`config.mk`:
```
export PLATFORM = sky130hd
export DESIGN_NAME = bounded_deque_overwrite_core_flat
export DESIGN_NICKNAME = d
export VERILOG_FILES = /design/src/rtl/core/bdo_pkg.sv /design/src/rtl/core/bdo_if.sv /design/src/rtl/core/bounded_deque_overwrite_core.sv /design/src/rtl/core/bdo_ram.sv /design/src/rtl/core/bdo_ctrl.sv /design/src/flat_wrapper.sv
export SDC_FILE = /design/constraint.sdc
export NUM_CORES = 1
export LEC_CHECK = 0
export BUFFER_PORTS_ARGS = -buffer_cell sky130_fd_sc_hd__buf_2
export CORE_MARGIN = 2
export CORE_UTILIZATION = 35
export CTS_BUF_LIST = sky130_fd_sc_hd__clkbuf_2 sky130_fd_sc_hd__clkbuf_4 sky130_fd_sc_hd__clkbuf_8
export CTS_CLUSTER_SIZE = 40
export DETAILED_ROUTE_END_ITERATION = 8
export PLACE_DENSITY = 0.62
export SKIP_CTS_REPAIR_TIMING = 1
export SYNTH_ARGS = -nofsm -noshare
export SYNTH_HDL_FRONTEND = slang
export SYNTH_SLANG_ARGS = --single-unit
export TNS_END_PERCENT = 5
```
`constraint.sdc`:
```
create_clock -name clk -period 6.27 [get_ports clk]
set_clock_uncertainty 0.2 [all_clocks]
set_input_delay 0.627 -clock clk [delete_from_list [all_inputs] [get_ports clk]]
set_output_delay 0.627 -clock clk [all_outputs]
set_load 0.05 [all_outputs]
```
`src/rtl/core/bdo_pkg.sv`:
```
// Shared widths, codes and result types of the bounded double-ended queue.
`timescale 1ns / 1ps
package bdo_pkg;

  localparam int DATA_W    = 32;
  localparam int KIND_W    = 2;
  localparam int STATUS_W  = 2;
  localparam int CFG_W     = 4;
  localparam int OCC_W     = 4;
  localparam int DEPTH_DEF = 8;

  localparam logic [CFG_W-1:0] CAP_RESET = 4'd8;

  typedef enum logic [KIND_W-1:0] {
    KIND_PUSH_FRONT = 2'd0,
    KIND_PUSH_BACK  = 2'd1,
    KIND_POP_FRONT  = 2'd2,
    KIND_POP_BACK   = 2'd3
  } kind_t;

  localparam logic [STATUS_W-1:0] ST_DONE      = 2'd0;
  localparam logic [STATUS_W-1:0] ST_OVERWRITE = 2'd1;
  localparam logic [STATUS_W-1:0] ST_EMPTY     = 2'd2;

  // Per-item outcome handed from the pointer control to the output stage.
  typedef struct packed {
    logic [STATUS_W-1:0] status;
    logic                rd_used;
    logic [OCC_W-1:0]    occupancy;
  } item_res_t;

endpackage

```
`src/rtl/core/bdo_if.sv`:
```
// Valid/ready channel interfaces for queue commands and queue results.
`timescale 1ns / 1ps
interface bdo_in_if
  import bdo_pkg::*;
  ();
  logic                     valid;
  logic                     ready;
  logic [KIND_W-1:0]        kind;
  logic signed [DATA_W-1:0] value;

  modport source (output valid, output kind, output value, input ready);
  modport sink   (input valid, input kind, input value, output ready);
endinterface

interface bdo_out_if
  import bdo_pkg::*;
  ();
  logic                     valid;
  logic                     ready;
  logic [STATUS_W-1:0]      status;
  logic signed [DATA_W-1:0] removed_value;
  logic [OCC_W-1:0]         occupancy;

  modport source (output valid, output status, output removed_value, output occupancy,
                  input ready);
  modport sink   (input valid, input status, input removed_value, input occupancy,
                  output ready);
endinterface

```
`src/rtl/core/bounded_deque_overwrite_core.sv`:
```
// Top level of the bounded double-ended queue with overwrite on full.
//
//   channel  | dir | handshake          | payload
//   ---------+-----+--------------------+-----------------------------------
//   in_ch    | in  | valid / ready      | kind, value
//   out_ch   | out | valid / ready      | status, removed_value, occupancy
//   cfg      | in  | cfg_we (no ready)  | cfg_wdata = capacity
//
// Each command is handled in order: the accept cycle updates head and count and
// issues the entry write or read, the next cycle loads the result register
// from the store's registered read port. The store's registered read sets this,
// and the in-flight flag holds a new command off while one is in flight.
// Reset (rst_n low, synchronous) empties the queue and sets capacity to 8;
// stored words are not cleared. A stalled result holds the next command off.
`timescale 1ns / 1ps
module bounded_deque_overwrite_core
  import bdo_pkg::*;
#(
  parameter int DEPTH = DEPTH_DEF,
  localparam int AW = $clog2(DEPTH)
) (
  input  logic             clk,
  input  logic             rst_n,
  bdo_in_if.sink           in_ch,
  bdo_out_if.source        out_ch,
  input  logic             cfg_we,
  input  logic [CFG_W-1:0] cfg_wdata
);

  logic [CFG_W-1:0]  cap_r;
  logic              busy_r;
  item_res_t         pend_r;
  item_res_t         res;
  logic              take;
  logic              mem_we, mem_re;
  logic [AW-1:0]     mem_addr;
  logic [DATA_W-1:0] rdata;

  logic                out_valid_r;
  logic [STATUS_W-1:0] out_status_r;
  logic [DATA_W-1:0]   out_removed_r;
  logic [OCC_W-1:0]    out_occ_r;

  // Accept only with nothing in flight and the result slot free or draining,
  // so the read data always has a place to land in the following cycle.
  assign in_ch.ready = !busy_r && (!out_valid_r || out_ch.ready);
  assign take        = in_ch.valid && in_ch.ready;

  bdo_ctrl #(.DEPTH(DEPTH)) u_ctrl (
    .clk      (clk),
    .rst_n    (rst_n),
    .take     (take),
    .kind     (in_ch.kind),
    .capacity (cap_r),
    .mem_we   (mem_we),
    .mem_re   (mem_re),
    .mem_addr (mem_addr),
    .res      (res)
  );

  bdo_ram #(.DEPTH(DEPTH)) u_ram (
    .clk   (clk),
    .we    (mem_we),
    .re    (mem_re),
    .addr  (mem_addr),
    .wdata (in_ch.value),
    .rdata (rdata)
  );

  // Control: capacity register, in-flight flag, result valid.
  always_ff @(posedge clk) begin
    if (!rst_n) begin
      cap_r       <= CAP_RESET;
      busy_r      <= 1'b0;
      out_valid_r <= 1'b0;
    end else begin
      if (cfg_we) begin
        cap_r <= cfg_wdata;
      end
      busy_r <= take;
      if (busy_r) begin
        out_valid_r <= 1'b1;
      end else if (out_ch.ready) begin
        out_valid_r <= 1'b0;
      end
    end
  end

  // Payload: hold the outcome of the accepted command, then merge read data.
  always_ff @(posedge clk) begin
    if (take) begin
      pend_r <= res;
    end
    if (busy_r) begin
      out_status_r  <= pend_r.status;
      out_removed_r <= pend_r.rd_used ? rdata : '0;
      out_occ_r     <= pend_r.occupancy;
    end
  end

  assign out_ch.valid         = out_valid_r;
  assign out_ch.status        = out_status_r;
  assign out_ch.removed_value = out_removed_r;
  assign out_ch.occupancy     = out_occ_r;

endmodule

```
`src/rtl/core/bdo_ram.sv`:
```
// Single-port entry store with registered read.
`timescale 1ns / 1ps
module bdo_ram
  import bdo_pkg::*;
#(
  parameter int DEPTH = DEPTH_DEF,
  localparam int AW = $clog2(DEPTH)
) (
  input  logic              clk,
  input  logic              we,
  input  logic              re,
  input  logic [AW-1:0]     addr,
  input  logic [DATA_W-1:0] wdata,
  output logic [DATA_W-1:0] rdata
);

  logic [DATA_W-1:0] mem [DEPTH];

  always_ff @(posedge clk) begin
    if (we) begin
      mem[addr] <= wdata;
    end
    if (re) begin
      rdata <= mem[addr];
    end
  end

endmodule

```
`src/rtl/core/bdo_ctrl.sv`:
```
// Head pointer and count of the ring, command decode and entry addressing.
`timescale 1ns / 1ps
module bdo_ctrl
  import bdo_pkg::*;
#(
  parameter int DEPTH = DEPTH_DEF,
  localparam int AW = $clog2(DEPTH),
  localparam int CW = $clog2(DEPTH + 1)
) (
  input  logic              clk,
  input  logic              rst_n,
  input  logic              take,
  input  logic [KIND_W-1:0] kind,
  input  logic [CFG_W-1:0]  capacity,
  output logic              mem_we,
  output logic              mem_re,
  output logic [AW-1:0]     mem_addr,
  output item_res_t         res
);

  localparam int EW = (CW > CFG_W) ? CW : CFG_W;
  localparam int OW = (CW > OCC_W) ? CW : OCC_W;

  logic [AW-1:0] head_r, head_nxt;
  logic [CW-1:0] count_r, count_nxt;
  logic [CW-1:0] cnt_m1;
  logic [EW-1:0] cap_e, eff_cap;
  logic [OW-1:0] occ_e;
  logic          full, empty;

  // Ring position head + offset, offset below DEPTH.
  function automatic logic [AW-1:0] ring_pos(input logic [AW-1:0] h,
                                             input logic [AW-1:0] off);
    logic [AW:0] s;
    s = {1'b0, h} + {1'b0, off};
    if (s >= (AW+1)'(DEPTH)) begin
      s = s - (AW+1)'(DEPTH);
    end
    return s[AW-1:0];
  endfunction

  always_comb begin
    cap_e = EW'(capacity);
    if (capacity == '0) begin
      eff_cap = EW'(1);
    end else if (cap_e > EW'(DEPTH)) begin
      eff_cap = EW'(DEPTH);
    end else begin
      eff_cap = cap_e;
    end
  end

  assign full   = EW'(count_r) >= eff_cap;
  assign empty  = (count_r == '0);
  assign cnt_m1 = count_r - CW'(1);

  always_comb begin
    head_nxt    = head_r;
    count_nxt   = count_r;
    mem_we      = 1'b0;
    mem_re      = 1'b0;
    mem_addr    = head_r;
    res.status  = ST_DONE;
    res.rd_used = 1'b0;
    unique case (kind_t'(kind))
      KIND_PUSH_FRONT: begin
        mem_we = take;
        if (full) begin
          res.status = ST_OVERWRITE;
        end else begin
          head_nxt  = (head_r == '0) ? AW'(DEPTH - 1) : head_r - AW'(1);
          mem_addr  = head_nxt;
          count_nxt = count_r + CW'(1);
        end
      end
      KIND_PUSH_BACK: begin
        mem_we = take;
        if (full) begin
          res.status = ST_OVERWRITE;
          mem_addr   = ring_pos(head_r, cnt_m1[AW-1:0]);
        end else begin
          mem_addr  = ring_pos(head_r, count_r[AW-1:0]);
          count_nxt = count_r + CW'(1);
        end
      end
      KIND_POP_FRONT: begin
        if (empty) begin
          res.status = ST_EMPTY;
        end else begin
          mem_re      = take;
          res.rd_used = 1'b1;
          head_nxt    = ring_pos(head_r, AW'(1));
          count_nxt   = cnt_m1;
        end
      end
      KIND_POP_BACK: begin
        if (empty) begin
          res.status = ST_EMPTY;
        end else begin
          mem_re      = take;
          res.rd_used = 1'b1;
          mem_addr    = ring_pos(head_r, cnt_m1[AW-1:0]);
          count_nxt   = cnt_m1;
        end
      end
      default: begin
        res.status = ST_DONE;
      end
    endcase
    occ_e         = OW'(count_nxt);
    res.occupancy = occ_e[OCC_W-1:0];
  end

  always_ff @(posedge clk) begin
    if (!rst_n) begin
      head_r  <= '0;
      count_r <= '0;
    end else if (take) begin
      head_r  <= head_nxt;
      count_r <= count_nxt;
    end
  end

endmodule

```
`src/flat_wrapper.sv`:
```
// flat-port wrapper written by rule: the top's interface ports become plain ports
module bounded_deque_overwrite_core_flat import bdo_pkg::*;
#(
  parameter int DEPTH = DEPTH_DEF,
  localparam int AW = $clog2(DEPTH)
)
  (clk, rst_n, cfg_we, cfg_wdata, in_ch_valid, in_ch_kind, in_ch_value, in_ch_ready, out_ch_valid, out_ch_status, out_ch_removed_value, out_ch_occupancy, out_ch_ready);
  bdo_in_if in_ch_i ();
  bdo_out_if out_ch_i ();
  input  logic clk;
  input  logic rst_n;
  input  logic cfg_we;
  input  logic [CFG_W-1:0] cfg_wdata;
  input wire logic [$bits(in_ch_i.valid)-1:0] in_ch_valid;
  input wire logic [$bits(in_ch_i.kind)-1:0] in_ch_kind;
  input wire logic [$bits(in_ch_i.value)-1:0] in_ch_value;
  output wire logic [$bits(in_ch_i.ready)-1:0] in_ch_ready;
  output wire logic [$bits(out_ch_i.valid)-1:0] out_ch_valid;
  output wire logic [$bits(out_ch_i.status)-1:0] out_ch_status;
  output wire logic [$bits(out_ch_i.removed_value)-1:0] out_ch_removed_value;
  output wire logic [$bits(out_ch_i.occupancy)-1:0] out_ch_occupancy;
  input wire logic [$bits(out_ch_i.ready)-1:0] out_ch_ready;
  assign in_ch_i.valid = in_ch_valid;
  assign in_ch_i.kind = in_ch_kind;
  assign in_ch_i.value = in_ch_value;
  assign in_ch_ready = in_ch_i.ready;
  assign out_ch_valid = out_ch_i.valid;
  assign out_ch_status = out_ch_i.status;
  assign out_ch_removed_value = out_ch_i.removed_value;
  assign out_ch_occupancy = out_ch_i.occupancy;
  assign out_ch_i.ready = out_ch_ready;
  bounded_deque_overwrite_core #(.DEPTH(DEPTH)) u_core (.clk(clk), .rst_n(rst_n), .in_ch(in_ch_i), .out_ch(out_ch_i), .cfg_we(cfg_we), .cfg_wdata(cfg_wdata));
endmodule
```
==> results_dict.tcl, run 1 <==
set metrics [dict create \
    critPathMaxFanout 66 \
    critPathTopFamily "compound AO/OA/AOI/OAI gates" \
    vias 8252 \
    clock-sinks 346 \
    setup_viol 0 \
    drv_slew 0 \
    swShare_pct 28.3 \
    fmax_mhz 216 \
    min_period_ns 4.62 \
    via_per_inst 5.12 \
    min-delay-start "cfg_wdata[0]" \
    async_reset_ff_share_pct 0 \
    drtIter0Drc 646 \
    endpoint_kind "register" \
    comb_power_share_pct 18.7 \
    p_leak_nw 5.47 \
    cp_cell_sequence "inv_1 -> ha_1 -> fa_1 -> xnor2_1 -> a31oi_1 -> o21ai_0 -> mux2_4 -> o31a_2 -> and2_4 -> nor3_1 -> o31a_1" \
    n_fill_cell 3487 \
    place_congestion 0.761 \
    p_sw_mw 1.61 \
    postRouteAntennaNets 0 \
    worst_pin_slew_ns 1.05 \
    drive_above_1_share_pct 19.7 \
    clk_latency_ns 0.59 \
    grt_use_total_pct 15.1 \
    power_density_nw_per_um2 356 \
    wire_per_inst_um 19.3 \
    rsz0062_at_grt "no" \
    portBuffers 82 \
    start_util_pct 35.7 \
    cpMaxStageDelayCell "and2_4" \
    drc 0 \
    place_hpwl_um 17700 \
    max_stage_delay_ns 0.85 \
    die_area_um2 41200 \
    ys_seq_elements 346 \
    peakVddDrop_v 0.000165 \
    grt_pass1_wl_um 48000 \
    first_global_vias 8339 \
    ios 83 \
    p_clk_share_pct 33.4 \
    hold_path_class "in2reg" \
    slew_headroom_pct 29.8 \
    htree_num_levels 2 \
    power_frac_seq_pct 47.9 \
    ctsRootBufferMaster "clkbuf_8" \
    p_int_mw 4.07 \
    yosys_warnings 0 \
    core_um2 38800 \
    min_to "u_core.cap_r[0]$_SDFFE_PN0P_" \
    power_mw 5.68 \
    arrival_ns 4.77 \
    startpoint_type "register" \
    outcome "finished clean" \
    whs_ns 0.0764 \
    row_count 72 \
    drt-pass1-iter-count 5 \
    multi_input_area_um2 3320 \
    area_delta_synth_final_pct 15.3 \
    syn_area_per_cell_um2 14.5 \
    hold_viol 0 \
    ff_latch_area_um2 10300 \
    diodes 0 \
    grt_max_degree 80 \
    synthesis.nets 1010 \
    fin_nets 1107 \
    routed_wl_um 31100 \
    worstRegToRegCells 11 \
    placed_cell_area_um2 14900 \
    hold_depth 3 \
    cp.required_ns 6.42 \
    cts.path.max_buffers 3 \
    critPathBufInv 1 \
    clkTransAtPathRegs_ns 0.06 \
    die_x_um 203 \
    final_cell_area_um2 16000 \
    cts_buffers 55 \
    synth_cell_type_count 51 \
    reg2reg_slack_ns 1.65 \
    die_h_um 203 \
    antenna_found_initial 1 \
    synth_edf_count 333 \
    rr_endpoint "u_core.u_ram.rdata[4]$_DFFE_PP_" \
    yosysSeqAreaShare_pct 74.0 \
    grt-ovfl-total 0 \
    post-route-period-util_pct 73.7 \
    cts_tree "built" \
    path_class "reg2reg" \
    synth_cells 954 \
    ys.flop_type "edfxtp_1" \
    final.setup.tns_ns 0 \
    syn_area_um2 13900 \
    maxCapViolCount 0 \
    reg2reg_from "u_core.u_ctrl.count_r[0]$_SDFFE_PN0P_" \
]
metrics by stage:
step	cells	utilization [%]	worst slack [ns]
floorplan	954	-	0.564
global placement	1512	38.3	1.75
detailed placement	1512	38.3	1.66
CTS	1613	41.1	1.64
global route	1613	41.1	1.37
finish	1613	41.1	1.65
power groups by stage:
stage	registers (mW)	clock network [mW]	logic, mW
after global placement	2.77	0	1.05
after floorplan	2.81	0	0.741
after detailed placement	2.77	0	1.07
final	2.72	1.90	1.06
after global routing	2.73	2.05	1.17
after CTS	2.72	1.95	1.07
cells by family after synthesis:
group | Yosys count | synth area share, %
adders and majority gates | 13 | 1.28
and+or+nand+nor | 333 | 11.5
muxes | 39 | 2.86
DFF | 346 | 74.0
AOI/OAI and AO/OA | 135 | 7.22
buffers and inverters | 82 | 2.68
xor gates and xnor gates | 6 | 0.379
area by class of cell:
cell class                 count  share of cell area (%)
sequential                   346                    64.2
multi-input combinational    526                    20.8
clock buffer                  76                    5.80
tap                          518                    4.06
timing repair buffer         108                    3.79
clock inverter                25                    1.03
inverter                      14                   0.329
worst max path at each step:
stage,startpoint,end,cells after the start
final,u_core.u_ctrl.count_r[0]$_SDFFE_PN0P_,u_core.u_ram.rdata[4]$_DFFE_PP_,11
after detailed placement,u_core.u_ctrl.count_r[0]$_SDFFE_PN0P_,u_core.u_ram.mem[6][26]$_DFFE_PP_,12
after CTS,u_core.u_ctrl.count_r[0]$_SDFFE_PN0P_,u_core.u_ram.mem[6][18]$_DFFE_PP_,12
after global placement,u_core.u_ctrl.count_r[0]$_SDFFE_PN0P_,u_core.u_ram.mem[6][26]$_DFFE_PP_,12
after floorplan,u_core.u_ctrl.count_r[0]$_SDFFE_PN0P_,u_core.u_ram.mem[5][0]$_DFFE_PP_,12
after global routing,u_core.u_ctrl.count_r[0]$_SDFFE_PN0P_,u_core.u_ram.rdata[2]$_DFFE_PP_,11
per-layer routing:
| metal | track usage (%) | part of all wire, % |
|---|---|---|
| met1 | 20.6 | 46 |
| met2 | 23.9 | 47 |
| met3 | 3.21 | 5.0 |
| met4 | 5.08 | 2.4 |
| met5 | 0 | 0.035 |
flip-flops by register name (all words and copies together) (netlist names):
| register | flops |
|---|---|
| u_core.out_ch.removed_value | 32 |
| u_core.u_ctrl.head_r | 3 |
| u_core.cap_r | 4 |
| u_core.u_ram.mem | 256 |
| u_core.out_ch.occupancy | 4 |
| u_core.busy_r | 1 |
| u_core.out_ch.status | 2 |
| u_core.u_ram.rdata | 32 |
| u_core.pend_r | 7 |
| u_core.u_ctrl.count_r | 4 |
| u_core.out_ch.valid | 1 |
Yosys cell counts, types with 18 or more instances:
library cell / count / area [um^2]
edfxtp_1: 333 / 10000
mux2i_1: 37 / 370
and2_1: 32 / 200
o31a_1: 33 / 289
nor3_1: 46 / 230
clkbuf_1: 39 / 146
buf_2: 18 / 90.1
nand2_1: 83 / 312
o2111ai_1: 32 / 280
nor2_1: 89 / 334
a21oi_1: 38 / 190
nand4_1: 64 / 400
tightest hold or removal path: cells and delay by family:
kind / cells / cell delay, ns
multiplexers: 1 / 0.05
buffers and inverters: 1 / 0.08
AND/OR/NAND/NOR: 1 / 0.07
cell usage in the layout (no fill, tap or decap), types with 12 or more instances in the layout:
cell type  netlist  layout
o2111ai_1       32      32
edfxtp_1       333     333
nor3_1          46      40
clkbuf_4         0      19
clkinv_1         1      16
clkbuf_8         0      57
and2_1          32      32
buf_2           18      82
a21oi_1         38      38
nor2_1          89      86
mux2i_1         37      37
nand4_1         64      64
buf_4            1      26
nand2_1         83      83
inv_1           13      13
dfxtp_1         13      12
o31a_1          33      32
No activity file was read; power rests on OpenSTA's default activity.
==> run 2, diff against run 1 <==
Settings changed: ABC_AREA set to 1, PLACE_DENSITY 0.62 to 0.63.
Clock period 6.27 ns to 4.2 ns, I/O delays scaled along.
==> run 2 against run 1 <==
Setup slack worse by 0.95 ns. Non-clock buffer count is 43 higher. Utilization is 0.56 points higher. Register-to-register slack worse by 0.95 ns. Combinational power is 38% higher. Area after synthesis is 5.7% higher. Critical path type unchanged.
==> results_dict.tcl, run 2 <==
set metrics [dict create \
    outcome "finished clean" \
    whs_ns 0.0730 \
    p_int_mw 5.80 \
    core_um2 41100 \
    max_stage_delay_ns 0.52 \
    fmax_mhz 286 \
    syn_area_per_cell_um2 10.9 \
    vias 9673 \
    antenna_found_initial 1 \
    synth_commonest_cells "555 x nand2_1, 333 x edfxtp_1, 145 x nand3_1" \
    via_per_inst 4.68 \
    synthMuxAreaShare_pct 0 \
    startpoint_type "register" \
    synth_area_leaders "edfxtp_1 68%, nand2_1 14%, nand3_1 5.0%" \
    portBuffers 82 \
    grt_max_degree 82 \
    drc 0 \
    hold_path_class "in2reg" \
    peakVddDrop_v 0.000191 \
    swShare_pct 29.2 \
    synth-simple-area-share_pct 21.1 \
    post-route-period-util_pct 83.4 \
    first_global_vias 9548 \
    ys.flop_type "edfxtp_1" \
    htree_num_levels 2 \
    grt-ovfl-total 0 \
    cp.required_ns 4.29 \
    yosys_warnings 0 \
    clk_latency_ns 0.60 \
    p_sw_mw 2.39 \
    cpMaxStageDelayCell "nor2_4" \
    ys_seq_elements 346 \
    critPathMaxFanout 28 \
    path_class "reg2reg" \
    drt-pass1-iter-count 7 \
    power_density_nw_per_um2 477 \
    postRouteAntennaNets 0 \
    start_util_pct 35.6 \
    routed_wl_um 32800 \
    ios 83 \
    power_mw 8.18 \
    die_x_um 209 \
    synth_top_family_by_area "simple AND/OR/NAND/NOR gates" \
    comb_power_share_pct 17.9 \
    maxCapViolCount 0 \
    slew_headroom_pct 38.0 \
    grt_pass1_wl_um 51700 \
    synthesis.nets 1400 \
    synth_edf_count 333 \
    place_congestion 0.872 \
    yosysTopAreaCell "edfxtp_1" \
    wire_per_inst_um 15.9 \
    power_frac_seq_pct 49.2 \
    final_common_cell "nand2_1" \
    cts_buffers 55 \
    ctsRootBufferMaster "clkbuf_8" \
    clkTransAtPathRegs_ns 0.06 \
    synth_cells 1344 \
    endpoint_kind "register" \
    synth_top_area_share_pct 68.3 \
    cts.path.max_buffers 3 \
    placed_cell_area_um2 15700 \
    drtIter0Drc 614 \
    syn_area_um2 14700 \
    die_h_um 209 \
    grt_use_total_pct 15.1 \
    regMostFlops "u_core.u_ram.mem" \
    row_count 74 \
    synth_compound_area_share_pct 1.38 \
    min_period_ns 3.50 \
    clock-sinks 346 \
    synthXorXnorAreaFrac_pct 0.239 \
    area_delta_synth_final_pct 17.0 \
    drv_slew 0 \
    fin_nets 1548 \
    cp_cell_sequence "inv_1 -> ha_1 -> nand2_1 -> inv_1 -> nand2_2 -> nand3_4 -> nand2_1 -> nand3_1 -> nand3_4 -> nand2_4 -> nand2_1 -> nor2_4 -> buf_12" \
    synth_cell_type_count 30 \
    worst_pin_slew_ns 0.930 \
    largest_reg_flops 256 \
    async_reset_ff_share_pct 0 \
    place_hpwl_um 18400 \
    path_common_cell "nand2_1" \
    yosysSeqAreaShare_pct 70.0 \
    cts_tree "built" \
    rsz0062_at_grt "no" \
    final_cell_area_um2 17100 \
    setup_viol 0 \
    critPathBufInv 3 \
    final_cell_mix "554 x nand2_1, 333 x edfxtp_1, 145 x nand3_1" \
    critPathTopFamily "simple AND/OR/NAND/NOR gates" \
    die_area_um2 43500 \
    arrival_ns 3.59 \
    drive_above_1_share_pct 14.9 \
    p_leak_nw 7.25 \
    synth_most_common_cell "nand2_1" \
    synth_adder_area_share_pct 1.21 \
    p_clk_share_pct 32.9 \
    hold_viol 0 \
]
run 2: changes by cell type after synthesis, sizes merged, moves of 22 or more:
cell	before	now
nor2	90	29
clkbuf	39	10
nand3	6	149
inv	13	138
o2111ai	32	0
mux2i	37	0
a21oi	38	16
o31a	33	0
nand4	64	5
and2	33	0
nor3	46	2
nand2	84	561
run 2: final cells by class:
cell class,count,area (um^2)
Fill cell,3951,24000
Sequential cell,346,10300
Multi-Input combinational cell,800,3590
Timing Repair Buffer,151,1090
Clock buffer,67,847
Tap cell,532,666
Inverter,138,518
Clock inverter,33,173
Antenna cell,1,2.50
run 2: per-layer routing:
metal / GRT usage (%) / part of all wire (%)
met1: 18.9 / 43
met2: 26.1 / 49
met4: 5.25 / 2.3
met3: 3.16 / 6.0
met5: 0 / 0
run 2: kinds of logic after synthesis:
| logic type | Yosys count |
|---|---|
| adders and majority gates | 13 |
| DFF | 346 |
| xor gates and xnor gates | 4 |
| buffers and inverters | 198 |
| AOI/OAI and AO/OA | 36 |
| and+or+nand+nor | 747 |
run 2: through the flow:
| stage | worst slack, ns | util [%] | setup TNS (ns) | std cells |
|---|---|---|---|---|
| 3_3_place_gp | 0.754 | 38.2 | 0 | 1924 |
| 6_report | 0.699 | 41.7 | 0 | 2068 |
| 5_1_grt | 0.428 | 41.7 | 0 | 2068 |
| 3_5_place_dp | 0.674 | 38.2 | 0 | 1924 |
| 2_1_floorplan | -0.105 | - | -20.88 | 1344 |
| 4_1_cts | 0.680 | 40.7 | 0 | 2024 |
run 2: path summary, 6_finish.rpt:
check                                         from  cells after the start                                   end  slack [ns]
max          u_core.u_ctrl.count_r[0]$_SDFFE_PN0P_                     13      u_core.u_ram.mem[0][8]$_DFFE_PP_        0.70
min                                  in_ch_kind[0]                      4  u_core.u_ctrl.head_r[2]$_SDFFE_PN0P_        0.07
max reg2reg  u_core.u_ctrl.count_r[0]$_SDFFE_PN0P_                     13      u_core.u_ram.mem[0][8]$_DFFE_PP_        0.70
min reg2reg             u_core.pend_r[0]$_DFFE_PP_                      0  u_core.out_ch.occupancy[0]$_DFFE_PP_        0.22
run 2: worst min-delay path: stages:
cell	delay (ns)
buf_2	0.17
nor2_4	0.09
nand2_1	0.07
a31oi_1	0.07
run 2: power by group through the flow:
stage	Sequential [mW]	Combinational (mW)	Clock (mW)
after CTS	4.03	1.45	2.76
after global placement	4.10	1.42	0
after detailed placement	4.10	1.44	0
after floorplan	4.17	0.984	0
final	4.03	1.46	2.69
after global routing	4.04	1.66	2.91
==> run 3, diff against run 2 <==
Clock period 4.2 ns to 2.92 ns, I/O delays scaled along.
==> run 3 against run 2 <==
Clock power up 51%. Setup slack got worse by 0.67 ns. Sequential share of layout area fell by 2.8 points. Flip-flop and latch count did not move. First-iteration DRC count is 27% higher. Global-route usage rose by 0.30 points. Register-to-register slack worse by 0.67 ns. Critical endpoint is now u_core.u_ram.mem[2][3]$_DFFE_PP_. Highest routed layer unchanged.
==> results_dict.tcl, run 3 (synthesis results as in run 2) <==
set metrics [dict create \
    outcome "finished clean" \
    hold_depth 4 \
    cts_tree "built" \
    antenna_found_initial 0 \
    grt-ovfl-total 0 \
    min-delay-start "in_ch_kind[1]" \
    fmax_mhz 346 \
    via_per_inst 4.69 \
    crit_start "u_core.cap_r[3]$_SDFFE_PN1P_" \
    ios 83 \
    final_common_cell "nand2_1" \
    swShare_pct 28.9 \
    largest_reg_flops 256 \
    min_period_ns 2.89 \
    die_x_um 209 \
    clk_latency_ns 0.60 \
    regMostFlops "u_core.u_ram.mem" \
    post-route-period-util_pct 98.9 \
    routed_wl_um 35000 \
    endpoint_kind "register" \
    cts_buffers 54 \
    power_density_nw_per_um2 680 \
    place_congestion 0.844 \
    first_global_vias 9408 \
    drv_slew 0 \
    postRouteAntennaNets 0 \
    worst_pin_slew_ns 0.642 \
    drtIter0Drc 778 \
    die_h_um 209 \
    portBuffers 82 \
    grt_use_total_pct 15.4 \
    power_mw 12.2 \
    drt-pass1-iter-count 5 \
    reg2reg_slack_ns 0.03 \
    drive_above_1_share_pct 18.7 \
    hold_viol 0 \
    pre_cts_slack_ns 0.0161 \
    fin_nets 1581 \
    clock-sinks 346 \
    grt_pass1_wl_um 52200 \
    final.setup.tns_ns 0 \
    min_to "u_core.pend_r[5]$_SDFFCE_PN0P_" \
    core_um2 41100 \
    setup_viol 0 \
    hold_path_class "in2reg" \
    die_area_um2 43500 \
    final_cell_mix "546 x nand2_1, 333 x edfxtp_1, 138 x nand3_1" \
    htree_num_levels 2 \
    cp.required_ns 3.02 \
    power_frac_seq_pct 47.3 \
    startpoint_type "register" \
    worstRegToRegCells 15 \
    start_util_pct 35.6 \
    utilization_pct 43.8 \
    p_clk_share_pct 33.2 \
    final_cell_area_um2 18000 \
    maxCapViolCount 0 \
    p_sw_mw 3.54 \
    drc 0 \
    placed_cell_area_um2 16100 \
    area_delta_synth_final_pct 22.9 \
    clkTransAtPathRegs_ns 0.06 \
    path_class "reg2reg" \
    p_int_mw 8.71 \
    cts.path.max_buffers 3 \
    ctsRootBufferMaster "clkbuf_8" \
    grt_max_degree 65 \
    slew_headroom_pct 56.9 \
    p_leak_nw 7.61 \
    place_hpwl_um 18900 \
    critPathMaxFanout 8 \
    arrival_ns 2.98 \
    reg2reg_from "u_core.cap_r[3]$_SDFFE_PN1P_" \
    peakVddDrop_v 0.000254 \
    diodes 0 \
    vias 9859 \
    comb_power_share_pct 19.5 \
    rsz0062_at_grt "yes" \
    row_count 74 \
    rr_endpoint "u_core.u_ram.mem[2][3]$_DFFE_PP_" \
    wire_per_inst_um 16.7 \
    layout_setup_ws_ns 0.0325 \
]
-- run 3: worst max-delay path by stage --
stage	depth (start not counted)	end
finish	15	u_core.u_ram.mem[2][3]$_DFFE_PP_
global route	21	u_core.u_ram.rdata[28]$_DFFE_PP_
CTS	16	u_core.u_ram.mem[2][0]$_DFFE_PP_
detailed placement	16	u_core.u_ram.mem[3][15]$_DFFE_PP_
global placement	16	u_core.u_ram.mem[2][11]$_DFFE_PP_
floorplan	14	u_core.u_ram.mem[5][0]$_DFFE_PP_
-- run 3: power by group through the flow --
stage	Sequential (mW)	Combinational [mW]	Clock, mW
global route	5.81	2.68	4.38
CTS	5.79	2.24	4.17
global placement	5.89	2.20	0
finish	5.79	2.39	4.06
floorplan	5.99	1.48	0
detailed placement	5.90	2.23	0
-- run 3: area by class of cell --
class                           instances  area, um^2
Clock buffer                           68         848
Clock inverter                         32         220
Fill cell                            3848       23100
Inverter                              138         528
Multi-Input combinational cell        800        3720
Sequential cell                       346       10300
Tap cell                              532         666
Timing Repair Buffer                  185        1760
-- run 3: routing by layer --
metal | routed length [um] | track usage [%] | vias to the layer above
li1 | - | - | 4815
met1 | 14900 | 19.6 | 4694
met2 | 17300 | 26.2 | 290
met3 | 2010 | 3.25 | 60
met4 | 812 | 5.32 | 0
met5 | 0 | 0 | -
-- run 3: worst max-delay path, cell delays in order, from the launching register on --
cell	delay [ns]
dfxtp_1	0.31
inv_1	0.11
nand2_1	0.08
ha_1	0.35
nand2_2	0.09
nand2_2	0.06
nand2_4	0.11
nand3_4	0.15
nand2_2	0.12
nand3_2	0.07
nand3_2	0.10
nand2_4	0.09
a21oi_4	0.21
inv_4	0.07
nor2_4	0.24
clkbuf_16	0.23
-- run 3: per-stage QoR --
| stage | instances | hold slack [ns] |
|---|---|---|
| final | 2101 | 0.0731 |
| after CTS | 2038 | -0.303 |
| after global placement | 1938 | 0.207 |
| after global routing | 2101 | 0.0524 |
| after floorplan | 1344 | 0.191 |
| after detailed placement | 1938 | 0.206 |
